### config.mk
export PLATFORM = sky130hd
export DESIGN_NAME = rsp_divider
export DESIGN_NICKNAME = d
export VERILOG_FILES = /design/src/design/rsp_divider.sv
export SDC_FILE = /design/constraint.sdc
export NUM_CORES = 1
export LEC_CHECK = 0
export BUFFER_PORTS_ARGS = -buffer_cell sky130_fd_sc_hd__buf_2
export CORE_MARGIN = 2
export CORE_UTILIZATION = 50
export DETAILED_ROUTE_END_ITERATION = 8
export PLACE_DENSITY = 0.81
export SYNTH_ARGS = -nofsm -noshare
export SYNTH_HDL_FRONTEND = slang
export SYNTH_SLANG_ARGS = --single-unit
### constraint.sdc
create_clock -name clk -period 2.4 [get_ports clk]
set_clock_uncertainty 0.15 [all_clocks]
set_input_delay 0.48 -clock clk [delete_from_list [all_inputs] [get_ports clk]]
set_output_delay 0.48 -clock clk [all_outputs]
set_load 0.02 [all_outputs]
### src/design/rsp_divider.sv
`timescale 1ns / 1ps
// ----------------------------------------------------------------------------
// rsp_divider
// Restoring divider, one quotient bit per cycle.
// ----------------------------------------------------------------------------
module rsp_divider (
  input  logic        clk,
  input  logic        rst,
  input  logic        start,
  input  logic [33:0] num,
  input  logic [17:0] den,
  output logic        done,
  output logic [16:0] quot
);

  logic        busy;
  logic [5:0]  cnt;
  logic [33:0] work;
  logic [17:0] rem;
  logic [18:0] trial;
  logic        fits;

  assign trial = {rem, work[33]};
  assign fits  = (trial >= {1'b0, den});

  always_ff @(posedge clk) begin
    if (rst) begin
      busy <= 1'b0;
      done <= 1'b0;
      cnt  <= '0;
    end else begin
      done <= 1'b0;
      if (start) begin
        busy <= 1'b1;
        cnt  <= 6'd34;
      end else if (busy) begin
        cnt <= cnt - 6'd1;
        if (cnt == 6'd1) begin
          busy <= 1'b0;
          done <= 1'b1;
        end
      end
    end
  end

  always_ff @(posedge clk) begin
    if (start) begin
      work <= num;
      rem  <= '0;
    end else if (busy) begin
      work <= {work[32:0], fits};
      rem  <= fits ? 18'(trial - {1'b0, den}) : trial[17:0];
    end
  end

  assign quot = work[16:0];

endmodule
==> impl.org <==
** Status
- The flow ran to the end, but the final reports show violations.
- The final reports fail on setup timing.

** Global routing
- Number of global-route vias before repair :: 2937
- Across every metal layer, demand over resource in global routing totals 0.216.
- Number of antenna violations at the first check in global routing :: 0
- Largest net degree at the start of global routing :: 39
- Wire length of the first global-routing pass :: roughly 13000 µm
- For this run the aggregate overflow at the end of global routing stands at 0.

** STA
- Endpoints failing hold :: 0
- Shortest period the worst path allows :: around 2.5 ns
- Across all setup checks in the final design, the least slack found is -0.0629 ns.
- Rel. slew slack :: 0.670
- Based on the critical path, the design can be clocked at up to 406 MHz.
- For the pin with the worst max-slew slack, the measured transition is between 0.4 and 0.5 ns.
- Post-route clock period utilization :: 1.03
- Total Negative Setup Slacks :: -0.222 ns
- RSZ-0062 raised after global routing :: true
- The max-slew violation count came to 0.
- Setup violations remaining at the end of the flow were counted as 5.

** Critical path
- The kind of cell with the highest combined delay along the critical path is compound AO/OA/AOI/OAI gates.
- Most used cell, CP :: inv_1
- Reg2Reg Setup Slack :: -0.06 ns
- Req. time, crit path :: approximately 2.5 ns
- Cell-by-cell listing of the critical path :: inv_1 -> ha_1 -> inv_1 -> fa_2 -> a211oi_2 -> o21ai_2 -> a31oi_2 -> o221ai_2 -> a31oi_1 -> xor2_1 -> o31ai_1
- The largest single stage delay on the critical path is about 0.39 ns.
- Worst setup SP type :: register
- The endpoint identified for the worst register-to-register timing path is rem[16]$_SDFFE_PP0P_.
- The critical path contains buffers and inverters numbering 2 combined.
- Type of element capturing the critical path :: register
- Critical path peak fanout :: 3
- Worst-path cell with the longest stage delay :: edfxtp_1
- Logic depth of the worst register-to-register path :: 11
- The worst register-to-register path begins at work[33]$_DFFE_PP_.
- The worst setup path is of the register to register kind.
- WP data arrival :: about 2.6 ns

** Clock tree
- TritonCTS built the clock tree.
- Clock buffer count from CTS :: 9
- Clock tree root driver cell :: clkbuf_8
- CTS H-tree lvls :: 3
- The longest clock path from root to sink contains 2 buffers.
- After clock tree synthesis, the flow added hold-fix buffers numbering 0.
- The tree built by TritonCTS fans out to 60 sinks.
- Insertion delay of the later-clocked pin in the worst-skew pair :: around 0.34 ns
- After clock tree synthesis, the clock-pin slew on the worst setup and hold paths is approximately 0.080 ns.

** Synthesis
- Yosys mapped the design onto 43 distinct sky130hd cell types.
- Synthesized area per cell :: just over 10 µm²
- Counting flops with an async set or reset pin after synthesis yields a share of 0.
- Counting flops with a built-in enable in the synthesized netlist gives 34.
- Sequential cell area fraction in the yosys report :: 0.430
- The synthesized design contains 60 register bits.
- When the netlist entered floorplanning its net count stood at 422.
- Synthesis produced a netlist whose cell count is 346.
- The most used flip-flop cell after synthesis is edfxtp_1.
- Ys Warns :: 0
- Netlist area before placement :: roughly 3600 µm²

** Hold path
- Hold Crit Start :: rst
- The path class of the tightest hold or removal check is input pin to register.
- Worst hold stages :: 2
- The worst hold path terminates at cnt[1]$_SDFFE_PP0P_.

** Floorplan
- Row cnt :: 30
- Effective utilization at floorplan :: 0.522
- Horiz. Die Dim :: a little under 90 µm
- Total die area :: roughly 8000 µm²
- In this run the count of I/O pins placed on the die edge is 73.
- Std-Cell Core Area :: ~7000 µm²
- In this run the vertical extent of the chip is 88.7 µm.

** Routing
- Remaining antenna violation count :: 0
- Routed wire length per instance :: between 15 and 20 µm
- The final route contains 3036 vias.
- Wire length reported by the detailed router :: 8790 µm
- Count of routing violations after the opening detailed-route iteration :: about 260
- Post-route DRC violation count :: 0
- Dividing the detail-routed via count by the number of cells gives approximately 5.6.
- Initial DRT Pass Iterations :: 6

** Finish
- Non-Filler Instances :: 541
- Measured on the finished design, the core utilization comes to 0.660.
- Fill cells in the final layout number 505.
- Nets :: just over 500
- Share of layout cells above drive strength 1 :: 0.425
- Summing all multi-input logic gate instances after layout gives around 1800 µm².
- Area of all placed cells without fillers :: around 4500 µm²
- Commonest non-fill, non-tap cell in the layout :: buf_2
- In the layout the commonest cells are 72 x buf_2, 43 x buf_4, 34 x edfxtp_1.
- Compared with the post-synthesis result, the final layout area differs by 26.6%.
- Register cell area after layout :: roughly 1500 µm²
- 0 antenna diodes ended up in the layout.

** Power
- For this design the ratio of total power to cell area is roughly 560 nW/µm².
- Leak Pwr :: roughly 2.0 nW
- Total power for the finished layout comes to between 0.002 and 0.003 W.
- Maximum VDD drop :: 0.446 mV

** Placement
- Detailed placement finished with a half-perimeter wire length of between 5000 and 6000 µm.
- Placed Instance Area :: 4200 µm²
- Number of buffers inserted by port buffering :: between 70 and 80
- Inst Count DP :: 519
- RD Place Congestion :: ~0.86

** Run
- Across the run, the number of max-cap violations was 0.
[sequential cells by signal, indices dropped and copies added, names as in the netlist]
name and count:
done 1, rem 18, busy 1, work 34, cnt 6
[cells by family after synthesis]
group,after synthesis,share of synthesized area
XOR/XNOR,20,0.0489
adder cells (fa/ha/maj),21,0.0754
AO/OA/AOI/OAI,73,0.142
flip-flops,60,0.430
AND/OR/NAND/NOR,70,0.0915
buffers and inverters,61,0.0859
multiplexers,41,0.126
[metrics by stage]
step	worst slack, ns	hold WS, ns
2_1_floorplan	0.00163	0.300
4_1_cts	-0.0309	0.246
3_3_place_gp	-0.143	0.327
3_5_place_dp	-0.230	0.342
6_report	-0.0629	0.262
5_1_grt	-0.176	0.257
[where the power goes]
| part | switching [W] | internal [W] |
|---|---|---|
| clock | 0.000446 | 0.000377 |
| combinational | 0.000266 | 0.000238 |
| sequential | 0.0000376 | 0.00118 |
| total | 0.000749 | 0.00179 |
[Yosys cell counts (all sizes together) (3+ instances only)]
library cell | number | area (µm²)
edfxtp | 34 | 1020
mux2 | 33 | 372
dfxtp | 26 | 521
inv | 25 | 93.8
buf | 23 | 165
nand2 | 23 | 86.3
ha | 20 | 250
a21oi | 17 | 88.8
nor2 | 16 | 60.1
clkbuf | 13 | 48.8
o21ai | 13 | 65.1
xnor2 | 10 | 87.6
xor2 | 10 | 87.6
nor3 | 9 | 45.0
a32oi | 8 | 70.1
mux2i | 8 | 80.1
o31ai | 8 | 65.1
a211oi | 7 | 52.6
nand3 | 6 | 30.0
nand4 | 6 | 37.5
a21o | 4 | 30.0
a31oi | 3 | 18.8
nand2b | 3 | 18.8
o211ai | 3 | 22.5
o311ai | 3 | 26.3
[how the worst max path moves through the flow]
stage,cells after the start,endpoint,start,slack [ns]
finish,11,rem[16]$_SDFFE_PP0P_,work[33]$_DFFE_PP_,-0.06
global placement,11,rem[2]$_SDFFE_PP0P_,den[16],-0.14
floorplan,10,rem[16]$_SDFFE_PP0P_,den[0],0.002
detailed placement,11,rem[4]$_SDFFE_PP0P_,den[16],-0.23
CTS,11,rem[14]$_SDFFE_PP0P_,work[33]$_DFFE_PP_,-0.03
global route,11,rem[14]$_SDFFE_PP0P_,work[33]$_DFFE_PP_,-0.18
[layer usage]
layer,up-vias,GRT usage,routed length [µm]
met5,-,0,0
met4,0,0.109,312
met3,33,0.0382,461
met2,122,0.357,4420
met1,1438,0.272,3590
li1,1443,-,-
[layout make-up]
cell class                 count  share of cell area
clock buffer                   9              0.0273
clock inverter                 7              0.0113
inverter                      25              0.0207
multi-input combinational    225               0.405
sequential                    60               0.340
tap                           96              0.0265
timing repair buffer         119               0.169
[timing repair]
item,CTS,global route
setup endpoints to repair,2,19
pin swaps,2,6
gates resized for setup,2,14
buffers inserted,2,2
hold endpoints to repair,0,0
cloned,0,2
No activity file was read; power rests on OpenSTA's default activity.
